File: config.mk
export PLATFORM = sky130hd
export DESIGN_NAME = time_of_day_alarm_scheduler_top
export DESIGN_NICKNAME = d
export VERILOG_FILES = /design/src/rtl/tod_pkg.sv /design/src/rtl/tod_ctrl.sv /design/src/rtl/tod_datapath.sv /design/src/rtl/time_of_day_alarm_scheduler_top.sv
export SDC_FILE = /design/constraint.sdc
export NUM_CORES = 1
export LEC_CHECK = 0
export BUFFER_PORTS_ARGS = -buffer_cell sky130_fd_sc_hd__buf_2
export CORE_AREA = 2 2 230 232
export CTS_BUF_LIST = sky130_fd_sc_hd__clkbuf_16
export CTS_CLUSTER_SIZE = 40
export DETAILED_ROUTE_END_ITERATION = 6
export DIE_AREA = 0 0 232 234
export GPL_TIMING_DRIVEN = 0
export PLACE_DENSITY = 0.55
export SETUP_SLACK_MARGIN = 0.15
export SYNTH_ARGS = -nofsm -noshare
export SYNTH_HDL_FRONTEND = slang
export SYNTH_SLANG_ARGS = --single-unit
File: constraint.sdc
create_clock -name clk -period 4.5 [get_ports clk]
set_input_delay 0.45 -clock clk [delete_from_list [all_inputs] [get_ports clk]]
set_output_delay 0.45 -clock clk [all_outputs]
set_load 0.01 [all_outputs]
File: src/rtl/tod_pkg.sv
// ----------------------------------------------------------------------------
// tod_pkg
// Shared types and constants of the time-of-day alarm scheduler.
// ----------------------------------------------------------------------------
package tod_pkg;

	localparam int NUM_SLOTS     = 16;
	localparam int SLOT_W        = (NUM_SLOTS > 1) ? $clog2(NUM_SLOTS) : 1;
	localparam int RESULT_CAP    = 16;
	localparam int CAP_W         = $clog2(RESULT_CAP);
	localparam int SECS_PER_MIN  = 60;
	localparam int MINS_PER_HOUR = 60;
	localparam int HOURS_PER_DAY = 24;

	typedef enum logic [2:0] {
		MODE_TICK   = 3'd0,
		MODE_SET    = 3'd1,
		MODE_ADD    = 3'd2,
		MODE_DELETE = 3'd3,
		MODE_RETIME = 3'd4,
		MODE_INIT   = 3'd5
	} mode_t;

	localparam logic KIND_ADD  = 1'b0;
	localparam logic KIND_FIRE = 1'b1;

	typedef struct packed {
		logic [2:0] mode;
		logic [4:0] hour;
		logic [5:0] minute;
		logic [3:0] slot;
		logic [7:0] task_code;
	} req_t;

	typedef struct packed {
		logic       kind;
		logic [3:0] slot_index;
		logic [7:0] code_out;
		logic       add_failed;
		logic       last;
	} rsp_t;

	// Commands from the controller to the datapath.
	typedef struct packed {
		logic capture;
		logic exec;
		logic match_load;
		logic scan_clr;
		logic scan_inc;
		logic add_write;
		logic fire_emit;
		logic add_emit_ok;
		logic add_emit_fail;
	} cmd_t;

	// Status from the datapath to the controller.
	typedef struct packed {
		logic is_tick;
		logic is_add;
		logic rollover;
		logic more_from;
		logic match_cur;
		logic fire_last;
		logic cur_free;
		logic scan_last;
	} stat_t;

endpackage

File: src/rtl/tod_ctrl.sv
// ----------------------------------------------------------------------------
// tod_ctrl
// Sequencer: accepts a request, runs the clock update and the slot scans.
// ----------------------------------------------------------------------------
module tod_ctrl import tod_pkg::*; (
	input  logic  clk,
	input  logic  arst_n,
	input  logic  start,
	output logic  busy,
	input  stat_t stat,
	output cmd_t  cmd
);

	typedef enum logic [2:0] {
		S_IDLE,
		S_EXEC,
		S_MATCH,
		S_FIRE,
		S_ADD
	} state_t;

	state_t state_q;
	state_t state_d;
	logic   busy_q;

	always_comb begin
		cmd     = '0;
		state_d = state_q;
		case (state_q)
			S_IDLE: begin
				if (start) begin
					cmd.capture = 1'b1;
					state_d     = S_EXEC;
				end
			end
			S_EXEC: begin
				cmd.exec     = 1'b1;
				cmd.scan_clr = 1'b1;
				if (stat.is_tick && stat.rollover) begin
					state_d = S_MATCH;
				end else if (stat.is_add) begin
					state_d = S_ADD;
				end else begin
					state_d = S_IDLE;
				end
			end
			S_MATCH: begin
				cmd.match_load = 1'b1;
				state_d        = S_FIRE;
			end
			S_FIRE: begin
				if (!stat.more_from) begin
					state_d = S_IDLE;
				end else if (stat.match_cur) begin
					cmd.fire_emit = 1'b1;
					if (stat.fire_last) begin
						state_d = S_IDLE;
					end else begin
						cmd.scan_inc = 1'b1;
					end
				end else begin
					cmd.scan_inc = 1'b1;
				end
			end
			S_ADD: begin
				if (stat.cur_free) begin
					cmd.add_write   = 1'b1;
					cmd.add_emit_ok = 1'b1;
					state_d         = S_IDLE;
				end else if (stat.scan_last) begin
					cmd.add_emit_fail = 1'b1;
					state_d           = S_IDLE;
				end else begin
					cmd.scan_inc = 1'b1;
				end
			end
			default: begin
				state_d = S_IDLE;
			end
		endcase
	end

	always_ff @(posedge clk or negedge arst_n) begin
		if (!arst_n) begin
			state_q <= S_IDLE;
			busy_q  <= 1'b0;
		end else begin
			state_q <= state_d;
			busy_q  <= (state_d != S_IDLE);
		end
	end

	assign busy = busy_q;

endmodule

File: src/rtl/tod_datapath.sv
// ----------------------------------------------------------------------------
// tod_datapath
// Clock registers, slot table, match vector, scan counter and result register.
// ----------------------------------------------------------------------------
module tod_datapath import tod_pkg::*; (
	input  logic       clk,
	input  logic       arst_n,
	input  req_t       req,
	input  logic [5:0] cfg_data,
	input  logic       cfg_we,
	input  cmd_t       cmd,
	output stat_t      stat,
	output rsp_t       result,
	output logic       strobe
);

	req_t                req_q;
	logic [5:0]          spt_q;
	logic [4:0]          hours_q;
	logic [5:0]          minutes_q;
	logic [5:0]          seconds_q;
	logic [NUM_SLOTS-1:0] valid_q;
	logic [NUM_SLOTS-1:0] match_q;
	logic [4:0]          slot_hour_q   [NUM_SLOTS];
	logic [5:0]          slot_minute_q [NUM_SLOTS];
	logic [7:0]          slot_code_q   [NUM_SLOTS];
	logic [SLOT_W-1:0]   scan_idx_q;
	logic [CAP_W-1:0]    fire_cnt_q;
	rsp_t                result_q;
	logic                strobe_q;

	logic [5:0]          inc;
	logic [6:0]          sec_sum;
	logic                rollover;
	logic [5:0]          min_next;
	logic [4:0]          hour_next;
	logic                time_ok;
	logic                slot_ok;
	logic [SLOT_W-1:0]   req_idx;
	logic [NUM_SLOTS-1:0] match_vec;
	logic [NUM_SLOTS-1:0] at_or_above;
	logic [NUM_SLOTS-1:0] above;
	logic                fire_last;

	assign inc      = (spt_q > 6'(SECS_PER_MIN)) ? 6'(SECS_PER_MIN) : spt_q;
	assign sec_sum  = {1'b0, seconds_q} + {1'b0, inc};
	assign rollover = (sec_sum >= 7'(SECS_PER_MIN));
	assign time_ok  = (req_q.hour < 5'(HOURS_PER_DAY)) && (req_q.minute < 6'(MINS_PER_HOUR));
	assign slot_ok  = (32'(req_q.slot) < 32'(NUM_SLOTS));
	assign req_idx  = SLOT_W'(req_q.slot);

	always_comb begin
		if (minutes_q == 6'(MINS_PER_HOUR - 1)) begin
			min_next  = '0;
			hour_next = (hours_q == 5'(HOURS_PER_DAY - 1)) ? 5'd0 : hours_q + 5'd1;
		end else begin
			min_next  = minutes_q + 6'd1;
			hour_next = hours_q;
		end
	end

	// Each slot compares against the clock on its own; the results are scanned later.
	always_comb begin
		for (int i = 0; i < NUM_SLOTS; i++) begin
			match_vec[i]   = valid_q[i] && (slot_hour_q[i] == hours_q) &&
			                 (slot_minute_q[i] == minutes_q);
			at_or_above[i] = (i >= int'(scan_idx_q));
			above[i]       = (i > int'(scan_idx_q));
		end
	end

	assign fire_last = ((match_q & above) == '0) || (fire_cnt_q == CAP_W'(RESULT_CAP - 1));

	assign stat.is_tick   = (req_q.mode == MODE_TICK);
	assign stat.is_add    = (req_q.mode == MODE_ADD);
	assign stat.rollover  = rollover;
	assign stat.more_from = ((match_q & at_or_above) != '0);
	assign stat.match_cur = match_q[scan_idx_q];
	assign stat.fire_last = fire_last;
	assign stat.cur_free  = !valid_q[scan_idx_q];
	assign stat.scan_last = (scan_idx_q == SLOT_W'(NUM_SLOTS - 1));

	always_ff @(posedge clk or negedge arst_n) begin
		if (!arst_n) begin
			spt_q     <= 6'd1;
			hours_q   <= '0;
			minutes_q <= '0;
			seconds_q <= '0;
			valid_q   <= '0;
			strobe_q  <= 1'b0;
		end else begin
			if (cfg_we) begin
				spt_q <= cfg_data;
			end
			strobe_q <= cmd.fire_emit || cmd.add_emit_ok || cmd.add_emit_fail;
			if (cmd.exec) begin
				case (req_q.mode)
					MODE_TICK: begin
						if (rollover) begin
							seconds_q <= 6'(sec_sum - 7'(SECS_PER_MIN));
							minutes_q <= min_next;
							hours_q   <= hour_next;
						end else begin
							seconds_q <= sec_sum[5:0];
						end
					end
					MODE_SET, MODE_INIT: begin
						if (time_ok) begin
							hours_q   <= req_q.hour;
							minutes_q <= req_q.minute;
							seconds_q <= '0;
							if (req_q.mode == MODE_INIT) begin
								valid_q <= '0;
							end
						end
					end
					MODE_DELETE: begin
						if (slot_ok) begin
							valid_q[req_idx] <= 1'b0;
						end
					end
					default: begin
					end
				endcase
			end
			if (cmd.add_write) begin
				valid_q[scan_idx_q] <= 1'b1;
			end
		end
	end

	// Payload registers carry no reset.
	always_ff @(posedge clk) begin
		if (cmd.capture) begin
			req_q <= req;
		end
		if (cmd.match_load) begin
			match_q <= match_vec;
		end
		if (cmd.scan_clr) begin
			scan_idx_q <= '0;
			fire_cnt_q <= '0;
		end else begin
			if (cmd.scan_inc) begin
				scan_idx_q <= scan_idx_q + SLOT_W'(1);
			end
			if (cmd.fire_emit) begin
				fire_cnt_q <= fire_cnt_q + CAP_W'(1);
			end
		end
		if (cmd.exec && (req_q.mode == MODE_RETIME) && slot_ok) begin
			slot_hour_q[req_idx]   <= req_q.hour;
			slot_minute_q[req_idx] <= req_q.minute;
		end
		if (cmd.add_write) begin
			slot_hour_q[scan_idx_q]   <= req_q.hour;
			slot_minute_q[scan_idx_q] <= req_q.minute;
			slot_code_q[scan_idx_q]   <= req_q.task_code;
		end
		if (cmd.fire_emit) begin
			result_q.kind       <= KIND_FIRE;
			result_q.slot_index <= 4'(scan_idx_q);
			result_q.code_out   <= slot_code_q[scan_idx_q];
			result_q.add_failed <= 1'b0;
			result_q.last       <= fire_last;
		end else if (cmd.add_emit_ok) begin
			result_q.kind       <= KIND_ADD;
			result_q.slot_index <= 4'(scan_idx_q);
			result_q.code_out   <= req_q.task_code;
			result_q.add_failed <= 1'b0;
			result_q.last       <= 1'b1;
		end else if (cmd.add_emit_fail) begin
			result_q.kind       <= KIND_ADD;
			result_q.slot_index <= '0;
			result_q.code_out   <= '0;
			result_q.add_failed <= 1'b1;
			result_q.last       <= 1'b1;
		end
	end

	assign result = result_q;
	assign strobe = strobe_q;

endmodule

File: src/rtl/time_of_day_alarm_scheduler_top.sv
// ----------------------------------------------------------------------------
// time_of_day_alarm_scheduler_top
// 24-hour clock with an alarm slot table; fires matching slots on each minute.
// ----------------------------------------------------------------------------
//  channel   signals                     direction  transfer
//  request   start, busy, req            in         start && !busy
//  result    strobe, result              out        one cycle per strobe
//  config    cfg_valid, cfg_ready, cfg_data  in     cfg_valid && cfg_ready
//
// Set time, init, delete, retime and a tick without rollover pass through the exec state only.
// Add passes through exec, then scans for a free slot, visiting one slot a cycle.
// A tick with minute rollover passes through exec, match and fire; the fire state scans
// the latched matches, and each matching slot gives a registered result.
// Reset clears the clock, the valid marks and seconds_per_tick (to 1); no clearing pass.
// Results cannot be stalled; busy stays high until the last one is issued.
module time_of_day_alarm_scheduler_top import tod_pkg::*; (
	input  logic       clk,
	input  logic       arst_n,
	input  logic       start,
	output logic       busy,
	input  req_t       req,
	output logic       strobe,
	output rsp_t       result,
	input  logic       cfg_valid,
	output logic       cfg_ready,
	input  logic [5:0] cfg_data
);

	cmd_t  cmd;
	stat_t stat;

	assign cfg_ready = 1'b1;

	tod_ctrl u_ctrl (
		.clk    (clk),
		.arst_n (arst_n),
		.start  (start),
		.busy   (busy),
		.stat   (stat),
		.cmd    (cmd)
	);

	tod_datapath u_datapath (
		.clk      (clk),
		.arst_n   (arst_n),
		.req      (req),
		.cfg_data (cfg_data),
		.cfg_we   (cfg_valid && cfg_ready),
		.cmd      (cmd),
		.stat     (stat),
		.result   (result),
		.strobe   (strobe)
	);

endmodule

======== Word level (Yosys, flattened, before mapping) ========
Memories as Yosys holds them, arrays and structs flattened. A register that Yosys moved wholly into a read port is not among the register bits.
Cells that the tools add are included.
cells by class
  reduce and logical (&&, ||, !) cells .... 55
  mux-type cells .......................... 68
  magnitude comparators ................... 38
  eq/ne operators ......................... 48
  add/subtract/negate cells ............... 6
  bitwise gates (word level) .............. 5
operators by type and width
  kind                count
  $eq 6x6->1          16
  $eq 5x5->1          16
  $mux 16             4
  $and 16x16->16      3
  $mux 6              7
  $logic_and 1x1->1   37
  $gt 4x4->1 const A  8
  $pmux 16 s2         1
  $mux 15             2
  $ge 4x4->1 const A  7
  $mux 1              26
  $mux 5              5
  $mux 3              8
  $pmux 6 s2          2
  $ge 3x4->1 const A  4
  $gt 3x4->1 const A  4
  $logic_not 16->1    1
  $mux 4              4
  $not 16->16         1
  $or 16x16->16       1
  $reduce_bool 16->1  1
  $pmux 3 s5          1
  $mux 14             1
  $eq 3x2->1 const B  4
  other kinds (36)    56
storage, ports and cells
  flip-flop bits (word level) ............. 109
  logic and storage cells ................. 244
  output and inout bits ................... 18
  input bits .............................. 36
  memories ................................ 3
  RAM bits ................................ 304
memories
  name                      depth  bits a word  rd ports  clocked after memory_dff  wr ports  line                text
  u_datapath.slot_code_q    16     8            1         1                         1         tod_datapath.sv:26  logic [7:0] slot_code_q [NUM_SLOTS];
  u_datapath.slot_minute_q  16     6            16        0                         1         tod_datapath.sv:25  logic [5:0] slot_minute_q [NUM_SLOTS];
  u_datapath.slot_hour_q    16     5            16        0                         1         tod_datapath.sv:24  logic [4:0] slot_hour_q [NUM_SLOTS];

======== Longest topological paths before layout ========
Gate-level depths: netlist of the first run.
  depth after elaboration ................. 10
  gate-level depth with buffers ........... 14
  gate-level depth less buffers ........... 13

======== Cells and area by module ========
A second synthesis of the first run with hierarchy kept.
second synthesis, totals
  cell total of the unflattened synthesis .. 1181
  area, all modules ....................... 18009.8 um^2
by module, submodules not included
  module                           times used  seq. area each (um^2)  area an instance (um^2)  cells an instance
  tod_datapath                     1           12062.8                17718.2                  1147
  tod_ctrl                         1           100.1                  280.3                    32
  time_of_day_alarm_scheduler_top  1           0.0                    11.3                     2

======== Worst setup path after synthesis of the first run ========
No wires, ideal clock.
  kind .................................... register to register
  start ................................... register u_ctrl.state_q[2]
  end ..................................... register u_datapath.req_q (netlist bit u_datapath.req_idx[0]) (enable)
  data arrival time ....................... 3348 ps
  stages on the path, launching flop included .. 2
  slack ................................... 663 ps
  path buffers ............................ 0
  clock period less this slack ............ 3837 ps
  path through ............................ dfrtp_1 > nor4b_1
RTL lines
  item                    line                 text
  from (decl)             tod_ctrl.sv:22       state_t state_q;
  from (signal assigned)  tod_ctrl.sv:88       state_q <= state_d;
  to (signal assigned)    tod_datapath.sv:135  req_q <= req;
  to (decl)               tod_datapath.sv:17   req_t req_q;

======== Worst setup path after layout of the first run ========
  start ................................... register u_datapath.scan_idx_q[0]
  end ..................................... register u_datapath.result_q (netlist bit u_datapath.result[8]) (enable)
between the ends
  cells in the longest elaborated chain, start to end .. 6
  elaborated cells between the ends (all ways) .. 30
  those cells by class .................... 15 x order compare; 1 x eq/ne; 11 x mux; 1 x bitwise; 2 x reduce/logical
RTL lines
  item                                          line                                    text
  from (decl)                                   tod_datapath.sv:27                      logic [SLOT_W-1:0] scan_idx_q;
  from (signal assigned)                        tod_datapath.sv:145                     scan_idx_q <= scan_idx_q + SLOT_W'(1);
  $ge 1x4->1, or another cell as far along      tod_datapath.sv:67                      at_or_above[i] = (i >= int'(scan_idx_q));
  $and 16x16->16 or $mux 1 (tied branches)      tod_datapath.sv:77, tod_datapath.sv:78
  $reduce_bool 16->1 or $mux 1 (tied branches)  tod_datapath.sv:77, tod_ctrl.sv:54
  $mux 1                                        tod_ctrl.sv:52                          if (!stat.more_from) begin
  $mux 1                                        tod_ctrl.sv:29                          case (state_q)
  $reduce_bool 3->1 (no source line) (*)        -
  to (decl)                                     tod_datapath.sv:29                      rsp_t result_q;
Mark *: on every way between the ends. The rest lies on a longest branch, timed or not. The select of a mux whose other input is x is not followed.
A chain may end at the register's enable or synchronous reset.

==> results, run 1 <==
- The post-cts gate resize count is 0.
- Setup violations remaining at the end of the flow were counted as 0.
- In this run the tightest slew margin relative to its limit is 0.173.
- The simple-gate portion of the synthesized area is 0.0756.
- The netlist uses 71 different library cells.
- The core utilization of the finished layout is 0.395.
- Across the run, the number of max-cap violations was 0.
- Of the total synthesized cell area, the portion taken by XOR and XNOR cells is 0.0901.
- Fill cells in the final layout number around 4900.
- The synthesized design contains roughly 420 register bits.
- Setup repair after global routing left no endpoint under its margin.
- The die is 234 µm tall.
- In this run the tool buffered the top-level ports with 51 buffer cells.
- The detailed router finished its first iteration with 849 violations.
- From synthesis to final layout, the design area changed by 14.2%.
- The critical path is of the flip-flop to flip-flop type.
- The routed design has 44500 µm of wire.
- In the global route stage, overall resource usage came out at 0.165.
- The minimum period implied by the final worst setup slack is 3.95 ns.
- The area fraction in compound gates after synthesis is 0.0601.
- The DRC violation count after routing is 0.
- After detailed placement, the design holds a cell count of 1916.
- The cell area after synthesis is 18000 µm².
- The final count of hold timing violations was 0.
- The required time of the worst setup path is 4.56 ns.
- The count of nets left with antenna violations after detail routing is 0.
- The run finished with clean final reports.
- The cell count after synthesis is 1173.
- For this configuration, the core starts out at a cell density of 0.346.
- The critical path's slowest cell is nand3_1.
- Among all flip-flop cells after synthesis, the most frequent one is edfxtp_1.
- The net count after synthesis is 1225.
- In the final routed layout, each cell accounts on average for 22.3 µm.
- The source-to-sink clock delay at the later pin of the worst-skew pair is between 0.5 and 0.6 ns.
- For this design, the CTS-stage hold fixing added 0 buffers.
- The detailed router placed 10296 vias in this run.
- The clock arrives with approximately 0.035 ns of skew.
- Buffers added to address setup during post-CTS repair amount to 0.
- CTS saw 417 sinks.
- The number of primary I/O pins is 54.
- For this run the aggregate overflow at the end of global routing stands at 0.
- TritonCTS built the clock tree.
- The share of the Yosys chip area taken by registers is 0.676.
- The final cell count without fillers is 1997.
- Setup total negative slack on the finished layout was measured at 0 ns.
- The die outline width is around 230 µm.
- The category of the worst setup path capture point is a flip-flop.
- In this run the power density over the cells is 557 nW/µm².
- The tightest hold path in the finished design has a slack of 0.0636 ns.
- The element type at the critical path start is a flip-flop.
- The smallest setup slack after layout is 0.549 ns.
- The adder-cell share of the synthesized area is 0.0116.
- The analysis attributes to cell leakage a power of 6.71 nW.
- After clock tree synthesis, the clock-pin slew on the worst setup and hold paths is 0.07 ns.
- Data on the critical path arrives at its endpoint at 4.01 ns.
- The async set-or-reset flop fraction in the synthesized netlist is 0.106.
- TritonCTS created 43 clock buffers.
- After synthesis, the largest family of logic cells by area is XOR/XNOR gates.
- Dividing the synthesized area by the synthesized cell count gives 15.3 µm².
- The placer's final routability congestion estimate is 0.832.
- The tree is rooted in a clkbuf_16.
- The number of H-tree branching levels is 2.
- The number of enable-type register cells in the synthesized netlist is 359.
- The final count of pins violating max slew was 0.
- The core area is 52000 µm².
- The setup slack after placement is 0.536 ns.
- The timing-limited maximum frequency is 0.253 GHz.
- The pre-antenna-repair detailed-routing pass consisted of 5 iterations.
- The count of nets after finishing is around 1300.
- Entering global routing, the biggest net connects 45 pins.
- The share of synthesized area spent on multiplexers is 0.0680.
- In the final layout, the share of cells above drive strength 1 is 0.148.
- The slew of the pin with the lowest slew margin is 1.24 ns.
- The initial antenna violation count was 1.
- Across the VDD grid, the largest voltage drop is 0.347 mV.
- The number of global-route vias before repair was 10197.
- The maximum buffer depth of the clock tree is 3.
- In this run the worst hold path is classified as input pin to flip-flop.
- The number of rows created at floorplan is 84.
- The final period utilization is 0.878.
- Along the worst path, the maximum fanout reaches 13.
- The first-pass GRT wire length is 66000 µm.
- The floorplan step defined a die boundary enclosing 54300 µm².
- After legalization and detailed placement, the total HPWL measured about 30000 µm.
- The detail-routed via count per cell is 5.16.
- The Yosys step of the flow raised 0 warnings.
- The signal on the critical path passes through buf_2 > buf_6 > inv_1 > ha_1 > nand2b_1 > a221o_1 > a221o_1 > o31a_4 > nand2_4 > buf_6 > nand3_1.
- On the worst path, the slowest cell contributes a delay of 0.53 ns.
-- cells in the mapped netlist, types with 4 or more instances --
cell type	count	area share
nand2b_1	7	0.0024
xnor2_1	182	0.089
clkbuf_1	43	0.0090
nor2_1	50	0.010
o31ai_1	4	0.0017
a32o_1	8	0.0045
buf_2	10	0.0028
nor2b_1	11	0.0038
dfrtp_1	43	0.060
edfxtp_1	359	0.60
ha_1	15	0.010
mux2i_1	4	0.0022
buf_1	8	0.0017
and3_1	10	0.0035
a21o_1	19	0.0079
o21ai_0	49	0.014
mux4_2	49	0.061
nand3_1	18	0.0050
mux2_2	7	0.0044
and2_1	28	0.0097
nor4_1	4	0.0014
nor3_1	34	0.0095
inv_1	14	0.0029
nand2_1	28	0.0058
a21oi_1	31	0.0086
nand4_1	51	0.018
a31oi_1	6	0.0021
dfxtp_1	14	0.016
-- layout by cell type, fill, tap and decap left out, types with 4 or more instances in the layout --
cell and n:
edfxtp_1 359, xnor2_1 182, buf_2 61, nand4_1 51
nor2_1 50, o21ai_0 49, mux4_2 49, clkbuf_16 45
clkbuf_1 43, dfrtp_1 43, nor3_1 34, a21oi_1 31
nand2_1 28, and2_1 28, inv_1 23, a21o_1 19
nand3_1 18, ha_1 15, dfxtp_1 14, clkinv_1 12
and3_1 10, nor2b_1 10, buf_1 8, a32o_1 8
nand2b_1 7, mux2_2 7, a31oi_1 6, nor4_1 4
o31ai_1 4, mux2i_1 4, buf_4 4, clkinv_2 4
bufinv_16 4
-- worst max-delay path, delay by kind of cell, from the launching register on --
kind                     cells  cell delay, ns
adder cells (fa/ha/maj)      1            0.38
AO/OA/AOI/OAI                3            1.08
flip-flops                   1            0.38
AND/OR/NAND/NOR              3            0.88
buffers and inverters        4            0.73
-- flip-flops by register name (all words and copies together), names as in the netlist, named ones only --
signal	cells
u_datapath.slot_code_q	128
u_datapath.slot_minute_q	96
u_datapath.slot_hour_q	80
u_datapath.req_q	22
u_datapath.match_q	16
u_datapath.valid_q	16
u_datapath.result	15
u_datapath.minutes_q	6
u_datapath.seconds_q	6
u_datapath.spt_q	6
u_datapath.hours_q	5
u_datapath.fire_cnt_q	4
u_datapath.req_idx	4
u_datapath.scan_idx_q	4
u_ctrl.state_q	3
u_ctrl.busy	1
u_datapath.strobe	1
-- routing by layer --
layer	global-route usage	wire length (µm)	part of all wire
met3	0.0258	2260	0.051
met1	0.221	19300	0.43
met5	0	0	0
met2	0.284	22300	0.50
met4	0.0375	704	0.016
-- path summary, 6_finish.rpt --
check	start	endpoint	slack, ns	cells past startpoint
min in group asynchronous	arst_n	u_datapath.spt_q[3]$_DFFE_PN0P_	0.11	1
min	req[17]	u_datapath.req_q[17]$_DFFE_PP_	0.06	1
max	u_datapath.scan_idx_q[0]$_SDFFE_PP0P_	u_datapath.result[8]$_DFFE_PP_	0.55	11
max in group asynchronous	arst_n	u_datapath.valid_q[7]$_DFF_PN0_	3.70	1
max reg2reg	u_datapath.scan_idx_q[0]$_SDFFE_PP0P_	u_datapath.result[8]$_DFFE_PP_	0.55	11
min reg2reg	u_datapath.result[1]$_SDFFE_PP0P_	u_datapath.result[1]$_SDFFE_PP0P_	0.44	2
-- final cells by class --
class	instances	area (µm²)	area share
sequential	417	12200	0.592
inverter	14	52.6	0.00256
antenna	1	2.50	0.000122
timing repair buffer	55	289	0.0141
clock inverter	35	274	0.0133
buffer	64	272	0.0132
multi-input combinational	678	5500	0.268
clock buffer	45	1130	0.0548
tap	688	861	0.0419
-- power breakdown --
group	switching [W]	internal (W)
Combinational	0.00176	0.00121
Sequential	0.000346	0.00460
Clock	0.00149	0.00204
-- kinds of logic after synthesis --
kind of cell | Yosys count
adders and majority gates | 16
other | 1
buffers and inverters | 78
muxes | 60
xor gates and xnor gates | 185
and+or+nand+nor | 255
DFF | 417
AOI/OAI and AO/OA | 161
-- through the flow --
step	total power, W	cell area [µm²]
after floorplan	0.00699	18000
after global placement	0.00799	19100
after detailed placement	0.00802	19100
after CTS	0.0115	20500
after global routing	0.0120	20500
final	0.0114	20500
No activity file was read; power rests on OpenSTA's default activity.
==> run 2: changes to the inputs <==
--- a/config.mk
+++ b/config.mk
@@ -6,13 +6,13 @@
 export NUM_CORES = 1
 export LEC_CHECK = 0
 export BUFFER_PORTS_ARGS = -buffer_cell sky130_fd_sc_hd__buf_2
-export CORE_AREA = 2 2 230 232
+export CORE_AREA = 2 2 206 208
 export CTS_BUF_LIST = sky130_fd_sc_hd__clkbuf_16
 export CTS_CLUSTER_SIZE = 40
 export DETAILED_ROUTE_END_ITERATION = 6
-export DIE_AREA = 0 0 232 234
+export DIE_AREA = 0 0 208 210
 export GPL_TIMING_DRIVEN = 0
-export PLACE_DENSITY = 0.55
+export PLACE_DENSITY = 0.64
 export SETUP_SLACK_MARGIN = 0.15
 export SYNTH_ARGS = -nofsm -noshare
 export SYNTH_HDL_FRONTEND = slang
==> run 2 against run 1 <==
Sequential share of layout area grew 0.88 points; register-to-register slack gained 0.02 ns; critical endpoint is now u_datapath.result[3]$_DFFE_PP_; highest routed layer is now met5; critical path depth is the same; global-route usage grew 3.5 points; utilization grew 9.3 points.
==> results, run 2 (synthesis results as in run 1) <==
- The top fanout value on the critical path is 13 (unchanged).
- The CTS root buffer was clkbuf_16 (unchanged).
- The detailed-router iteration count before antenna repair is 6 (was 5).
- Status: complete, no violations (unchanged).
- The number of primary I/O pins came to 54 (unchanged).
- The initial antenna violation count is 1 (unchanged).
- The number of rows created at floorplan came to 75 (was 84).
- The slew of the pin with the lowest slew margin is 1.18 ns (was 1.24 ns).
- The worst vdd rail ir drop is 0.407 mV (was 0.347 mV).
- The count of clock tree sinks is 417 (unchanged).
- The wire length per cell after detailed routing was 23.7 µm (was 22.3 µm).
- The clock edge transition at the registers on the reported setup and hold paths is 0.06 ns (was 0.07 ns).
- The total clock buffers created by CTS is 42 (was 43).
- The post-route cell area was 20200 µm² (was 20500 µm²).
- The kind of critical path is flip-flop to flip-flop (unchanged).
- The element type at the critical path start was a flip-flop (unchanged).
- The count of nets left with antenna violations after detail routing is 0 (unchanged).
- Setup repair after global routing missed its margin: no (unchanged).
- The type of the worst min-delay path is input pin to flip-flop (unchanged).
- The starting density of the core was 0.434 (was 0.346).
- The vias after detailed routing is 10356 (was 10296).
- The first-pass GRT wire length is 65200 µm (was 66000 µm).
- The fraction of layout cells with a size suffix above 1 is 0.147 (was 0.148).
- The number of instances in the placed design is 1767 (was 1916).
- The power density relative to cell area is 552 nW/µm² (was 557 nW/µm²).
- The antenna diode count is 0 (was 1).
- The y dimension of the die was 210 µm (was 234 µm).
- Largest registers: u_datapath.slot_code_q (128), u_datapath.slot_minute_q (96), u_datapath.slot_hour_q (80) (unchanged).
- The sum of routed wire length over all layers is 43500 µm (was 44500 µm).
- The final count of pins violating max slew is 0 (unchanged).
- The largest net degree at the start of global routing is 45 (unchanged).
- The DRC violation count after routing is 0 (unchanged).
- The total routing resource utilization after global routing is 0.201 (was 0.165).
- The category of the worst setup path capture point is a flip-flop (unchanged).
- The area of the die was 43700 µm² (was 54300 µm²).
- Commonest non-fill, non-tap cells in the layout: 359 x edfxtp_1, 182 x xnor2_1, 61 x buf_2 (unchanged).
- The initial detailed-routing violation count is 906 (was 849).
- The number of fill cells in the layout was 3579 (was 4851).
- The overall overflow remaining after global route is 0 (unchanged).
- The CTS tree is done (unchanged).
- The placer's final routability congestion estimate was 0.887 (was 0.832).
- The timing-limited maximum frequency is 0.255 GHz (was 0.253 GHz).
- The number of flip-flops under the largest register name is 128 (unchanged).
- The number of global-route vias before repair is 10331 (was 10197).
- The leakage dissipation is 6.66 nW (was 6.71 nW).
- The source-to-sink clock delay at the later pin of the worst-skew pair was 0.56 ns (was 0.57 ns).
- The headroom to the max-slew limit was 0.213 (was 0.173).
- The post-cts gate resize count is 0 (unchanged).
- The die outline width was 208 µm (was 232 µm).
- The number of buffers added for setup after CTS is 0 (unchanged).
- The post-placement cell area came to 19000 µm² (was 19100 µm²).
- The total power of the final layout is 0.0112 W (was 0.0114 W).
- The area added between synthesis and finish is 12.6% (was 14.2%).
- The total negative setup slack is 0 ns (unchanged).
- The final cell count without fillers is 1841 (was 1997).
- The most frequent standard cell in the layout excluding fill and tap cells is edfxtp_1 (unchanged).
- The hold buffer count at cts is 0 (unchanged).
- The minimum period implied by the final worst setup slack came to 3.93 ns (was 3.95 ns).
- The setup slack of the worst register-to-register path is 0.57 ns (was 0.55 ns).
- The endpoint arrival time on the critical path is 3.99 ns (was 4.01 ns).
- The worst clock skew on the final layout is 0.0285 ns (was 0.0347 ns).
- The required time of the worst setup path is 4.56 ns (about the same).
- The total of endpoints with negative setup slack in the final report is 0 (unchanged).
- The final period utilization was 0.872 (was 0.878).
- The count of nets after finishing is 1324 (was 1325).
- The final count of hold timing violations is 0 (unchanged).
- The core area is 41500 µm² (was 52000 µm²).
- The detail-routed via count per cell is 5.63 (was 5.16).
- The final HPWL from detailed placement is 28900 µm (was 30100 µm).
- The number of I/O port buffers is 51 (unchanged).
- The reported max-cap violation count is 0 (unchanged).
- The most flop-heavy register is u_datapath.slot_code_q (unchanged).
- The maximum buffer depth of the clock tree is 3 (unchanged).
- The number of H-tree branching levels is 2 (unchanged).
-- run 2: cell types whose count changed in the layout (fill, tap and decap cells not counted), sizes merged --
cell,previous run,this run
bufinv,4,2
clkbuf,88,87
clkinv,19,16
clkinvlp,0,1
diode,1,0
inv,26,25
-- run 2: cell type report --
cell class	instances	area [µm²]	share of cell area
multi-input cells	678	5500	0.272
well taps	539	674	0.0333
repair buffers	55	289	0.0143
plain buffers	64	272	0.0134
inverters	14	52.6	0.00260
flip-flops and latches	417	12200	0.601
clock inverters	30	188	0.00927
clock buffers	44	1100	0.0544
-- run 2: metal layers --
metal,GRT usage,wire [µm],vias to the layer above
met5,0,12,-
met4,0.0739,1500,2
met3,0.0353,2820,91
met2,0.332,21100,384
met1,0.267,18100,5198
li1,-,-,4681
-- run 2: worst paths after layout --
kind	start	endpoint	cells after the start
min in group asynchronous	arst_n	u_datapath.spt_q[1]$_DFFE_PN0P_	1
max in group asynchronous	arst_n	u_datapath.valid_q[2]$_DFF_PN0_	1
setup reg to reg	u_datapath.scan_idx_q[0]$_SDFFE_PP0P_	u_datapath.result[3]$_DFFE_PP_	11
hold / removal	req[21]	u_datapath.req_q[21]$_DFFE_PP_	1
setup / recovery	u_datapath.scan_idx_q[0]$_SDFFE_PP0P_	u_datapath.result[3]$_DFFE_PP_	11
hold reg to reg	u_datapath.result[1]$_SDFFE_PP0P_	u_datapath.result[1]$_SDFFE_PP0P_	2
-- run 2: where the power goes --
| group | total, W | switching (W) | internal [W] |
|---|---|---|---|
| combinational | 0.00292 | 0.00172 | 0.00120 |
| clock | 0.00332 | 0.00144 | 0.00188 |
| sequential | 0.00494 | 0.000340 | 0.00460 |
| total | 0.0112 | 0.00350 | 0.00768 |
-- run 2: critical path: stages (launching register included) --
cell and delay [ns]:
dfxtp_1 0.40, buf_2 0.24, buf_6 0.19, inv_1 0.14, ha_1 0.35, nand2b_1 0.24
a221o_1 0.34, a221o_1 0.34, o31a_4 0.39, nand2_4 0.11, buf_6 0.15, nand3_1 0.54
-- run 2: per-stage QoR --
| step | hold WS [ns] | utilization | setup slack, ns |
|---|---|---|---|
| 6_report | 0.0684 | 0.488 | 0.574 |
| 3_5_place_dp | 0.454 | 0.457 | 0.602 |
| 2_1_floorplan | 0.154 | - | 0.663 |
| 5_1_grt | 0.0551 | 0.488 | 0.344 |
| 4_1_cts | 0.0520 | 0.488 | 0.579 |
| 3_3_place_gp | 0.450 | 0.456 | -2.29 |
